<file path="src/rtl/core/pcg_pkg.sv">
// ----------------------------------------------------------------------------
// pcg_pkg
// Shared constants, types and output-forming functions for the pcg generator.
// ----------------------------------------------------------------------------
package pcg_pkg;

  // lcg constants
  localparam logic [63:0] LcgResetState = 64'h853c49e6748fea9b;
  localparam logic [63:0] LcgMul        = 64'd6364136223846793005;
  localparam logic [63:0] LcgSeedMul    = 64'd5291759402843659291;
  localparam logic [63:0] LcgInc        = 64'd1442695040888963407;

  // xorshift and rotate positions
  localparam int unsigned XshShift = 18;
  localparam int unsigned XshDrop  = 27;
  localparam int unsigned RotPos   = 59;

  // draw width codes, any other code acts as 64 bits
  localparam logic [1:0] WidthCode16 = 2'd0;
  localparam logic [1:0] WidthCode32 = 2'd1;

  // configuration port
  localparam int unsigned CfgAddrW = 4;
  localparam int unsigned CfgDataW = 64;
  localparam logic [0:0]  RegSeed  = 1'b0;

  // remainder unit counter, holds 0..64
  localparam int unsigned CntW = 7;

  typedef enum logic [2:0] {
    ST_IDLE,
    ST_MUL_LL,
    ST_MUL_LH,
    ST_MUL_HL,
    ST_MUL_SUM,
    ST_MOD,
    ST_OUT
  } pcg_state_e;

  typedef enum logic [1:0] {
    MS_LL,
    MS_LH,
    MS_HL,
    MS_SUM
  } pcg_mul_step_e;

  typedef struct packed {
    logic          item_load;
    logic          seed_load;
    logic          seed_op;
    logic          mul_en;
    pcg_mul_step_e mul_step;
    logic          mod_init;
    logic          mod_iter;
    logic          out_load;
  } pcg_cmd_t;

  typedef struct packed {
    logic need_mod;
    logic mod_done;
    logic out_free;
  } pcg_status_t;

  function automatic logic [63:0] width_mask(logic [1:0] code);
    logic [63:0] m;
    unique case (code)
      WidthCode16: m = 64'h0000_0000_0000_ffff;
      WidthCode32: m = 64'h0000_0000_ffff_ffff;
      default:     m = 64'hffff_ffff_ffff_ffff;
    endcase
    return m;
  endfunction

  function automatic logic [CntW-1:0] width_bits(logic [1:0] code);
    logic [CntW-1:0] n;
    unique case (code)
      WidthCode16: n = CntW'(16);
      WidthCode32: n = CntW'(32);
      default:     n = CntW'(64);
    endcase
    return n;
  endfunction

  // xorshift then rotate, 16-bit variant keeps the short left shift for high rotates
  function automatic logic [63:0] form_xsh_rr(logic [63:0] old, logic [1:0] code);
    logic [63:0]  x;
    logic [4:0]   r;
    logic [127:0] rot64;
    logic [63:0]  rot32;
    logic [15:0]  x16;
    logic [3:0]   l16;
    logic [31:0]  sh16;
    logic [15:0]  right16;
    logic [63:0]  res;
    x       = ((old >> XshShift) ^ old) >> XshDrop;
    r       = 5'(old >> RotPos);
    rot64   = {x, x} >> r;
    rot32   = {x[31:0], x[31:0]} >> r;
    x16     = x[15:0];
    l16     = 4'd0 - r[3:0];
    sh16    = {16'b0, x16} << l16;
    right16 = r[4] ? 16'b0 : (x16 >> r[3:0]);
    unique case (code)
      WidthCode16: res = {48'b0, right16 | sh16[15:0]};
      WidthCode32: res = {32'b0, rot32[31:0]};
      default:     res = rot64[63:0];
    endcase
    return res;
  endfunction

endpackage

</file>
<file path="src/rtl/core/pcg_random_generator_top.sv">
// ----------------------------------------------------------------------------
// pcg_random_generator_top
// 64-bit lcg generator with xorshift-rotate output and optional range mapping.
// ----------------------------------------------------------------------------
// Each input transfer is one draw of 16, 32 or 64 bits, formed from the state
// before it advances. The state advance goes through one shared 32x32
// multiplier in three partial products and a final sum, and no new draw is
// accepted until the current one has reached the result register. In range
// mode a bit-serial remainder unit works through each bit of the selected
// width before the result is formed. A seed write (register 0, byte
// address 0) reloads the state through the same multiplier and holds
// s_axis_tready low in the write cycle and through the multiply steps after
// it. The result register lets the next draw be accepted while a result waits
// on the master side.
module pcg_random_generator_top (
  input  logic                         clk_i,
  input  logic                         rst_ni,
  // config port
  input  logic                         psel,
  input  logic                         penable,
  input  logic                         pwrite,
  input  logic [pcg_pkg::CfgAddrW-1:0] paddr,
  input  logic [pcg_pkg::CfgDataW-1:0] pwdata,
  output logic [pcg_pkg::CfgDataW-1:0] prdata,
  output logic                         pready,
  // draw requests
  input  logic                         s_axis_tvalid,
  output logic                         s_axis_tready,
  // [1:0] result_width, [2] use_range, [66:3] range_min, [130:67] range_max,
  // [135:131] zero
  input  logic [135:0]                 s_axis_tdata,
  // drawn values
  output logic                         m_axis_tvalid,
  input  logic                         m_axis_tready,
  // [63:0] random_value
  output logic [63:0]                  m_axis_tdata
);
  import pcg_pkg::*;

  pcg_cmd_t    cmd;
  pcg_status_t status;
  logic        cfg_wr;
  logic        reg_hit;
  logic [63:0] seed;

  // register decode, one 64-bit register
  assign reg_hit = (paddr[CfgAddrW-1 -: 1] == RegSeed);
  assign cfg_wr  = psel && penable && pwrite && reg_hit;
  assign pready  = 1'b1;
  assign prdata  = reg_hit ? seed : '0;

  pcg_ctrl u_ctrl (
    .clk_i      (clk_i),
    .rst_ni     (rst_ni),
    .cfg_wr_i   (cfg_wr),
    .in_valid_i (s_axis_tvalid),
    .in_ready_o (s_axis_tready),
    .status_i   (status),
    .cmd_o      (cmd)
  );

  pcg_dpath u_dpath (
    .clk_i          (clk_i),
    .rst_ni         (rst_ni),
    .cmd_i          (cmd),
    .status_o       (status),
    .cfg_wdata_i    (pwdata),
    .seed_o         (seed),
    .result_width_i (s_axis_tdata[1:0]),
    .use_range_i    (s_axis_tdata[2]),
    .range_min_i    (s_axis_tdata[66:3]),
    .range_max_i    (s_axis_tdata[130:67]),
    .out_ready_i    (m_axis_tready),
    .out_valid_o    (m_axis_tvalid),
    .random_value_o (m_axis_tdata)
  );

endmodule

</file>
<file path="src/rtl/core/pcg_ctrl.sv">
// ----------------------------------------------------------------------------
// pcg_ctrl
// Sequencer for seed reloads and draws: multiply steps, remainder, output.
// ----------------------------------------------------------------------------
module pcg_ctrl (
  input  logic                clk_i,
  input  logic                rst_ni,
  input  logic                cfg_wr_i,
  input  logic                in_valid_i,
  output logic                in_ready_o,
  input  pcg_pkg::pcg_status_t status_i,
  output pcg_pkg::pcg_cmd_t    cmd_o
);
  import pcg_pkg::*;

  pcg_state_e state_q, state_d;
  logic       draw_q, draw_d;

  // state registers
  always_ff @(posedge clk_i or negedge rst_ni) begin
    if (!rst_ni) begin
      state_q <= ST_IDLE;
      draw_q  <= 1'b0;
    end else begin
      state_q <= state_d;
      draw_q  <= draw_d;
    end
  end

  // next state
  always_comb begin
    state_d = state_q;
    draw_d  = draw_q;
    if (cfg_wr_i) begin
      state_d = ST_MUL_LL;
      draw_d  = 1'b0;
    end else begin
      unique case (state_q)
        ST_IDLE: begin
          if (in_valid_i) begin
            state_d = ST_MUL_LL;
            draw_d  = 1'b1;
          end
        end
        ST_MUL_LL: state_d = ST_MUL_LH;
        ST_MUL_LH: state_d = ST_MUL_HL;
        ST_MUL_HL: state_d = ST_MUL_SUM;
        ST_MUL_SUM: begin
          if (!draw_q) begin
            state_d = ST_IDLE;
          end else if (status_i.need_mod) begin
            state_d = ST_MOD;
          end else begin
            state_d = ST_OUT;
          end
        end
        ST_MOD: begin
          if (status_i.mod_done) begin
            state_d = ST_OUT;
          end
        end
        ST_OUT: begin
          if (status_i.out_free) begin
            state_d = ST_IDLE;
          end
        end
        default: state_d = ST_IDLE;
      endcase
    end
  end

  // datapath commands
  always_comb begin
    cmd_o           = '0;
    cmd_o.seed_op   = !draw_q;
    cmd_o.seed_load = cfg_wr_i;
    cmd_o.mul_step  = MS_LL;
    in_ready_o      = (state_q == ST_IDLE) && !cfg_wr_i;
    cmd_o.item_load = in_ready_o && in_valid_i;
    unique case (state_q)
      ST_MUL_LL: begin
        cmd_o.mul_en   = 1'b1;
        cmd_o.mul_step = MS_LL;
      end
      ST_MUL_LH: begin
        cmd_o.mul_en   = 1'b1;
        cmd_o.mul_step = MS_LH;
        cmd_o.mod_init = 1'b1;
      end
      ST_MUL_HL: begin
        cmd_o.mul_en   = 1'b1;
        cmd_o.mul_step = MS_HL;
      end
      ST_MUL_SUM: begin
        cmd_o.mul_en   = 1'b1;
        cmd_o.mul_step = MS_SUM;
      end
      ST_MOD:  cmd_o.mod_iter = !status_i.mod_done;
      ST_OUT:  cmd_o.out_load = status_i.out_free;
      default: ;
    endcase
  end

endmodule

</file>
<file path="src/rtl/core/pcg_dpath.sv">
// ----------------------------------------------------------------------------
// pcg_dpath
// State, shared 32x32 multiplier, output forming, bit-serial remainder and
// output register.
// ----------------------------------------------------------------------------
module pcg_dpath (
  input  logic                           clk_i,
  input  logic                           rst_ni,
  input  pcg_pkg::pcg_cmd_t              cmd_i,
  output pcg_pkg::pcg_status_t           status_o,
  input  logic [pcg_pkg::CfgDataW-1:0]   cfg_wdata_i,
  output logic [pcg_pkg::CfgDataW-1:0]   seed_o,
  input  logic [1:0]                     result_width_i,
  input  logic                           use_range_i,
  input  logic [63:0]                    range_min_i,
  input  logic [63:0]                    range_max_i,
  input  logic                           out_ready_i,
  output logic                           out_valid_o,
  output logic [63:0]                    random_value_o
);
  import pcg_pkg::*;

  // control-side registers
  logic [63:0]     state_q;
  logic [63:0]     seed_q;
  logic            out_valid_q;
  logic [CntW-1:0] cnt_q;

  // payload registers
  logic [63:0] mul_a_q;
  logic [63:0] mult_q;
  logic [63:0] prod_q;
  logic [1:0]  width_q;
  logic        use_range_q;
  logic [63:0] lo_q;
  logic [63:0] hi_q;
  logic [63:0] raw_q;
  logic [63:0] span_q;
  logic [63:0] dvd_q;
  logic [63:0] rem_q;
  logic [63:0] out_data_q;

  logic [63:0] mask;
  logic [63:0] mul_b;
  logic [63:0] inc;
  logic [31:0] op_a;
  logic [31:0] op_b;
  logic [63:0] mult_d;
  logic [64:0] rem_shift;
  logic [64:0] rem_diff;
  logic [63:0] rem_d;
  logic [63:0] dvd_align;
  logic        need_mod;

  assign mask  = width_mask(width_q);
  assign mul_b = cmd_i.seed_op ? LcgSeedMul : LcgMul;
  assign inc   = cmd_i.seed_op ? 64'd0 : LcgInc;

  // operand halves for the shared multiplier
  always_comb begin
    unique case (cmd_i.mul_step)
      MS_LL: begin
        op_a = mul_a_q[31:0];
        op_b = mul_b[31:0];
      end
      MS_LH: begin
        op_a = mul_a_q[31:0];
        op_b = mul_b[63:32];
      end
      MS_HL: begin
        op_a = mul_a_q[63:32];
        op_b = mul_b[31:0];
      end
      default: begin
        op_a = mul_a_q[31:0];
        op_b = mul_b[31:0];
      end
    endcase
  end

  assign mult_d = {32'b0, op_a} * {32'b0, op_b};

  // one restoring remainder step
  assign rem_shift = {rem_q, dvd_q[63]};
  assign rem_diff  = rem_shift - {1'b0, span_q};
  assign rem_d     = rem_diff[64] ? rem_shift[63:0] : rem_diff[63:0];

  // put the top bit of the selected width at bit 63
  always_comb begin
    unique case (width_q)
      WidthCode16: dvd_align = raw_q << 48;
      WidthCode32: dvd_align = raw_q << 32;
      default:     dvd_align = raw_q;
    endcase
  end

  assign need_mod          = use_range_q && (span_q != 64'd0);
  assign status_o.need_mod = need_mod;
  assign status_o.mod_done = (cnt_q == '0);
  assign status_o.out_free = !out_valid_q || out_ready_i;

  // state, seed, iteration count, output valid
  always_ff @(posedge clk_i or negedge rst_ni) begin
    if (!rst_ni) begin
      state_q     <= LcgResetState;
      seed_q      <= '0;
      out_valid_q <= 1'b0;
      cnt_q       <= '0;
    end else begin
      if (cmd_i.seed_load) begin
        seed_q <= cfg_wdata_i;
      end
      if (cmd_i.mul_en && (cmd_i.mul_step == MS_SUM)) begin
        state_q <= prod_q + {mult_q[31:0], 32'b0} + inc;
      end
      if (cmd_i.mod_init) begin
        cnt_q <= width_bits(width_q);
      end else if (cmd_i.mod_iter) begin
        cnt_q <= cnt_q - CntW'(1);
      end
      if (cmd_i.out_load) begin
        out_valid_q <= 1'b1;
      end else if (out_ready_i) begin
        out_valid_q <= 1'b0;
      end
    end
  end

  // operands, partial products, draw and remainder
  always_ff @(posedge clk_i) begin
    if (cmd_i.seed_load) begin
      mul_a_q <= cfg_wdata_i;
    end else if (cmd_i.item_load) begin
      mul_a_q     <= state_q;
      width_q     <= result_width_i;
      use_range_q <= use_range_i;
      lo_q        <= range_min_i & width_mask(result_width_i);
      hi_q        <= range_max_i & width_mask(result_width_i);
    end
    if (cmd_i.mul_en) begin
      mult_q <= mult_d;
      unique case (cmd_i.mul_step)
        MS_LL: begin
          raw_q  <= form_xsh_rr(state_q, width_q);
          span_q <= (hi_q - lo_q + 64'd1) & mask;
        end
        MS_LH:   prod_q <= mult_q;
        MS_HL:   prod_q[63:32] <= prod_q[63:32] + mult_q[31:0];
        default: ;
      endcase
    end
    if (cmd_i.mod_init) begin
      dvd_q <= dvd_align;
      rem_q <= '0;
    end else if (cmd_i.mod_iter) begin
      dvd_q <= {dvd_q[62:0], 1'b0};
      rem_q <= rem_d;
    end
    if (cmd_i.out_load) begin
      out_data_q <= need_mod ? ((rem_q + lo_q) & mask) : raw_q;
    end
  end

  assign seed_o         = seed_q;
  assign out_valid_o    = out_valid_q;
  assign random_value_o = out_data_q;

endmodule

</file>
<file path="config.mk">
export PLATFORM = sky130hd
export DESIGN_NAME = pcg_random_generator_top
export DESIGN_NICKNAME = d
export VERILOG_FILES = /design/src/rtl/core/pcg_pkg.sv /design/src/rtl/core/pcg_random_generator_top.sv /design/src/rtl/core/pcg_ctrl.sv /design/src/rtl/core/pcg_dpath.sv
export SDC_FILE = /design/constraint.sdc
export NUM_CORES = 2
export LEC_CHECK = 0
export ABC_AREA = 1
export BUFFER_PORTS_ARGS = -buffer_cell sky130_fd_sc_hd__buf_2
export CAP_MARGIN = 0
export CELL_PAD_IN_SITES_DETAIL_PLACEMENT = 2
export CELL_PAD_IN_SITES_GLOBAL_PLACEMENT = 2
export CORE_AREA = 2 2 480 482
export CTS_BUF_LIST = sky130_fd_sc_hd__clkbuf_16
export DETAILED_ROUTE_END_ITERATION = 7
export DIE_AREA = 0 0 482 484
export GPL_ROUTABILITY_DRIVEN = 0
export PLACE_DENSITY = 0.88
export SYNTH_ARGS = -nofsm -noshare
export SYNTH_HDL_FRONTEND = slang
export SYNTH_SLANG_ARGS = --single-unit
</file>
<file path="constraint.sdc">
create_clock -name clk_i -period 10.1 [get_ports clk_i]
set_input_delay 1.01 -clock clk_i [delete_from_list [all_inputs] [get_ports clk_i]]
set_output_delay 1.01 -clock clk_i [all_outputs]
set_load 0.01 [all_outputs]
</file>
==> results_dict.tcl, run 1 <==
set metrics [dict create \
    cts_setup_buffers 0 \
    synth_top_area_share_pct 20.2 \
    error "[ERROR GRT-0232] Routing congestion too high. Check the congestion heatmap in the GUI." \
    ios 342 \
    grt_max_degree 132 \
    cts_root_buffer "clkbuf_16" \
    syn_avg_cell_area_sq_um 7.49 \
    worst_endpoint "u_dpath.mult_q[45]$_DFFE_PP_/D" \
    worst_path_end_type "register data pin" \
    h-tree-depth 3 \
    cts.path.max_buffers 3 \
    synth-edff-count 579 \
    yosysSeqAreaShare_pct 25.8 \
    fp.dieW_um 482 \
    yosysMostFrequentCell "nand2_1" \
    synth_ff_type "edfxtp_1" \
    dp.cells 14705 \
    syn-cell-area_sq_um 86200 \
    grtUsageTotal_pct 56.9 \
    die_h_um 484 \
    synthTopCellsByArea "edfxtp_1 (20%), fa_1 (17%), nand2_1 (13%)" \
    synth.ff_latch_count 783 \
    outcome "did not finish" \
    numCtsBuffers 96 \
    synth.distinct_cells 62 \
    ys_top_cells_by_count "nand2_1 (2,929), inv_1 (2,309), nor2_1 (1,254), fa_1 (738), ha_1 (733)" \
    grt_overflow 2 \
    initial_core_util_pct 37.7 \
    yosysWarnings 0 \
    synthArstFlopShare_pct 17.9 \
    synthCells 11511 \
    numClockSinks 783 \
    hpwl_um 381000 \
    hold_buffers 0 \
    yosys.area.top_type "edfxtp_1" \
    portBuffers 332 \
    rows 176 \
    antenna_found_initial 142 \
    failed_stage "global routing (5_1_grt)" \
]
==> cell families after synthesis <==
group / synth area share, %
buf+inv: 11.6
other cells: 0.00435
xor+xnor: 1.84
simple gates: 23.8
fa+ha+maj: 27.8
flops: 25.8
compound gates: 9.16
mux: 0.0348
==> stage by stage <==
step	cell area [sq um]	setup slack (ns)
after floorplan	86200	1.30
after global placement	91400	0.967
after detailed placement	91400	0.355
after CTS	94600	0.0204
==> per-layer routing <==
layer	GRT usage, %	GRT overflow
met2	74.8	2
met3	37.8	0
met5	18.1	0
met4	55.3	0
met1	57.9	0
==> repair_timing <==
item / in CTS
gates resized for setup: 3
pin swaps: 0
endpoints found under the setup margin: 6
==> run 2: changes to the inputs <==
CELL_PAD_IN_SITES_DETAIL_PLACEMENT = unset   (was 2)
CELL_PAD_IN_SITES_GLOBAL_PLACEMENT = unset   (was 2)
CORE_AREA = 2 2 468 470   (was 2 2 480 482)
CTS_BUF_LIST = unset   (was sky130_fd_sc_hd__clkbuf_16)
DIE_AREA = 0 0 470 472   (was 0 0 482 484)
PLACE_DENSITY = unset   (was 0.88)
PLACE_DENSITY_LB_ADDON = 0.15   (was unset)
==> results_dict.tcl, run 2 <==
set metrics [dict create \
    portBuffers 332 \
    antenna_found_initial 8 \
    drt_iter0_drc 8879 \
    ios 342 \
    detail_route.wl_per_cell_um 22.5 \
    yosysWarnings 0 \
    cts_root_buffer "clkbuf_16" \
    clk_pin_slew_ns 0.06 \
    hold_viol_final 0 \
    cp_slowest_stage_delay_ns 0.60 \
    grt_overflow 0 \
    synthTopCellsByArea "edfxtp_1 (20%), fa_1 (17%), nand2_1 (13%)" \
    yosys.area.top_type "edfxtp_1" \
    hpwl_um 279000 \
    rr_startpoint "u_ctrl.state_q[2]" \
    crit_path_end_kind "flip-flop" \
    hold_path_class "input port to asynchronous set/reset pin" \
    synth.ff_latch_count 783 \
    numCtsBuffers 92 \
    dieArea_sq_um 222000 \
    synth-edff-count 579 \
    grtUsageTotal_pct 29.4 \
    core_area_sq_um 217000 \
    syn-cell-area_sq_um 86200 \
    syn_avg_cell_area_sq_um 7.49 \
    ant_nets 0 \
    slew_headroom_pct 26.5 \
    rsz0062_at_grt "false" \
    numClockSinks 783 \
    fmax_mhz 108 \
    synth.distinct_cells 62 \
    yosysSeqAreaShare_pct 25.8 \
    cts_setup_buffers 0 \
    nets 13460 \
    grt_pass1_vias 75325 \
    drt_wl_total_um 332000 \
    multiInputGateArea_sq_um 54100 \
    outcome "finished, final reports clean" \
    grt_max_degree 96 \
    synthArstFlopShare_pct 17.9 \
    rows 171 \
    cp.required_ns 10.63 \
    initial_core_util_pct 39.8 \
    cap_violations 0 \
    grt_first_pass_wirelength_um 486000 \
    layout_common_cells "nand2_1 (2,926), inv_1 (2,307), nor2_1 (1,245)" \
    yosysMostFrequentCell "nand2_1" \
    ff2ff_path_depth 28 \
    worst_slew_pin_slew_ns 1.10 \
    via_per_inst 5.30 \
    die_h_um 472 \
    cts.path.max_buffers 3 \
    timing.final.ws_setup_ns 0.845 \
    final_common_cell "nand2_1" \
    cp_common_cell "fa_1" \
    drtPass1Iterations 8 \
    fp.dieW_um 470 \
    critPathLaunchType "flip-flop" \
    final_max_slew_viol_count 0 \
    worstSkewPairLatency_ns 0.80 \
    timing.setup.tns_ns 0 \
    h-tree-depth 3 \
    worstPathArrival_ns 9.79 \
    synth_top_area_share_pct 20.2 \
    cts_tree "yes" \
    layout-drive-gt1-share_pct 6.60 \
    via_count 78018 \
    fin_crit_ns 9.26 \
    reg2reg_slack_ns 0.84 \
    crit_fanout 27 \
    syn2layout_area_growth_pct 9.31 \
    final.setup_skew_ns 0.0713 \
    synthCells 11511 \
    regArea_sq_um 22200 \
    cp_slowest_cell "fa_1" \
    setup_viol 0 \
    dpl_worst_slack_ns 0.884 \
    synth_ff_type "edfxtp_1" \
    crit_type "flip-flop to flip-flop" \
    hold_buffers 0 \
    drc 0 \
    cts-resized-gates 0 \
    crit_start "u_ctrl.state_q[2]" \
    finalCritPeriodShare_pct 91.6 \
    ys_top_cells_by_count "nand2_1 (2,929), inv_1 (2,309), nor2_1 (1,254), fa_1 (738), ha_1 (733)" \
    num-fill-cells 22307 \
]
==> run 2: cell counts after synthesis <==
No cell type changed its count.
==> run 2: stage by stage <==
step,utilization [%],hold WS (ns),instance area [sq um],std cells
after floorplan,-,0.431,86200,11512
after global placement,42.1,0.457,91100,14538
after detailed placement,42.1,0.458,91100,14538
after CTS,43.5,0.253,94200,14710
after global routing,43.5,0.281,94300,14714
final,43.5,0.244,94300,14717
==> run 2: final timing paths <==
kind                                      end
min in group clk_i            u_dpath.hi_q[4]
max in group asynchronous  u_dpath.seed_o[24]
setup reg to reg           u_dpath.mult_q[61]
hold / removal             u_dpath.seed_o[53]
hold reg to reg            u_dpath.state_q[0]
setup / recovery           u_dpath.mult_q[61]
==> run 2: kinds of logic (layout without fill, tap and decap cells) <==
family / count (synthesis) / count (layout) / synth area share [%]
compound gates: 1425 / 1425 / 9.16
xor+xnor: 181 / 181 / 1.84
fa+ha+maj: 1471 / 1471 / 27.8
buf+inv: 2618 / 2962 / 11.6
flops: 783 / 783 / 25.8
mux: 3 / 3 / 0.0348
other cells: 1 / 9 / 0.00435
simple gates: 5029 / 5029 / 23.8
==> run 2: area by class of cell <==
| class | count | area share [%] |
|---|---|---|
| repair buffers | 434 | 2.58 |
| diodes | 7 | 0.0186 |
| inverters | 2356 | 9.38 |
| well taps | 2854 | 3.79 |
| clock inverters | 49 | 0.620 |
| clock buffers | 123 | 2.66 |
| flip-flops and latches | 783 | 23.6 |
| multi-input cells | 8111 | 57.4 |
==> run 2: critical path: cells and delay by family, from the launching register on <==
kind / cells / cell delay, ns
buf+inv: 7 / 1.29
compound gates: 6 / 1.82
fa+ha+maj: 9 / 4.59
flops: 1 / 0.52
simple gates: 6 / 0.80
==> run 2: metal layers <==
| layer | vias to the layer above | wire (um) | GRT usage [%] |
|---|---|---|---|
| met1 | 37054 | 134000 | 38.7 |
| li1 | 36534 | - | - |
| met3 | 724 | 27500 | 4.51 |
| met2 | 3700 | 147000 | 45.7 |
| met4 | 6 | 23500 | 17.5 |
| met5 | - | 38 | 0 |
Power of run 2 is not shown: default switching activity piles up to over one toggle a cycle in this logic, so the estimate is an artifact.
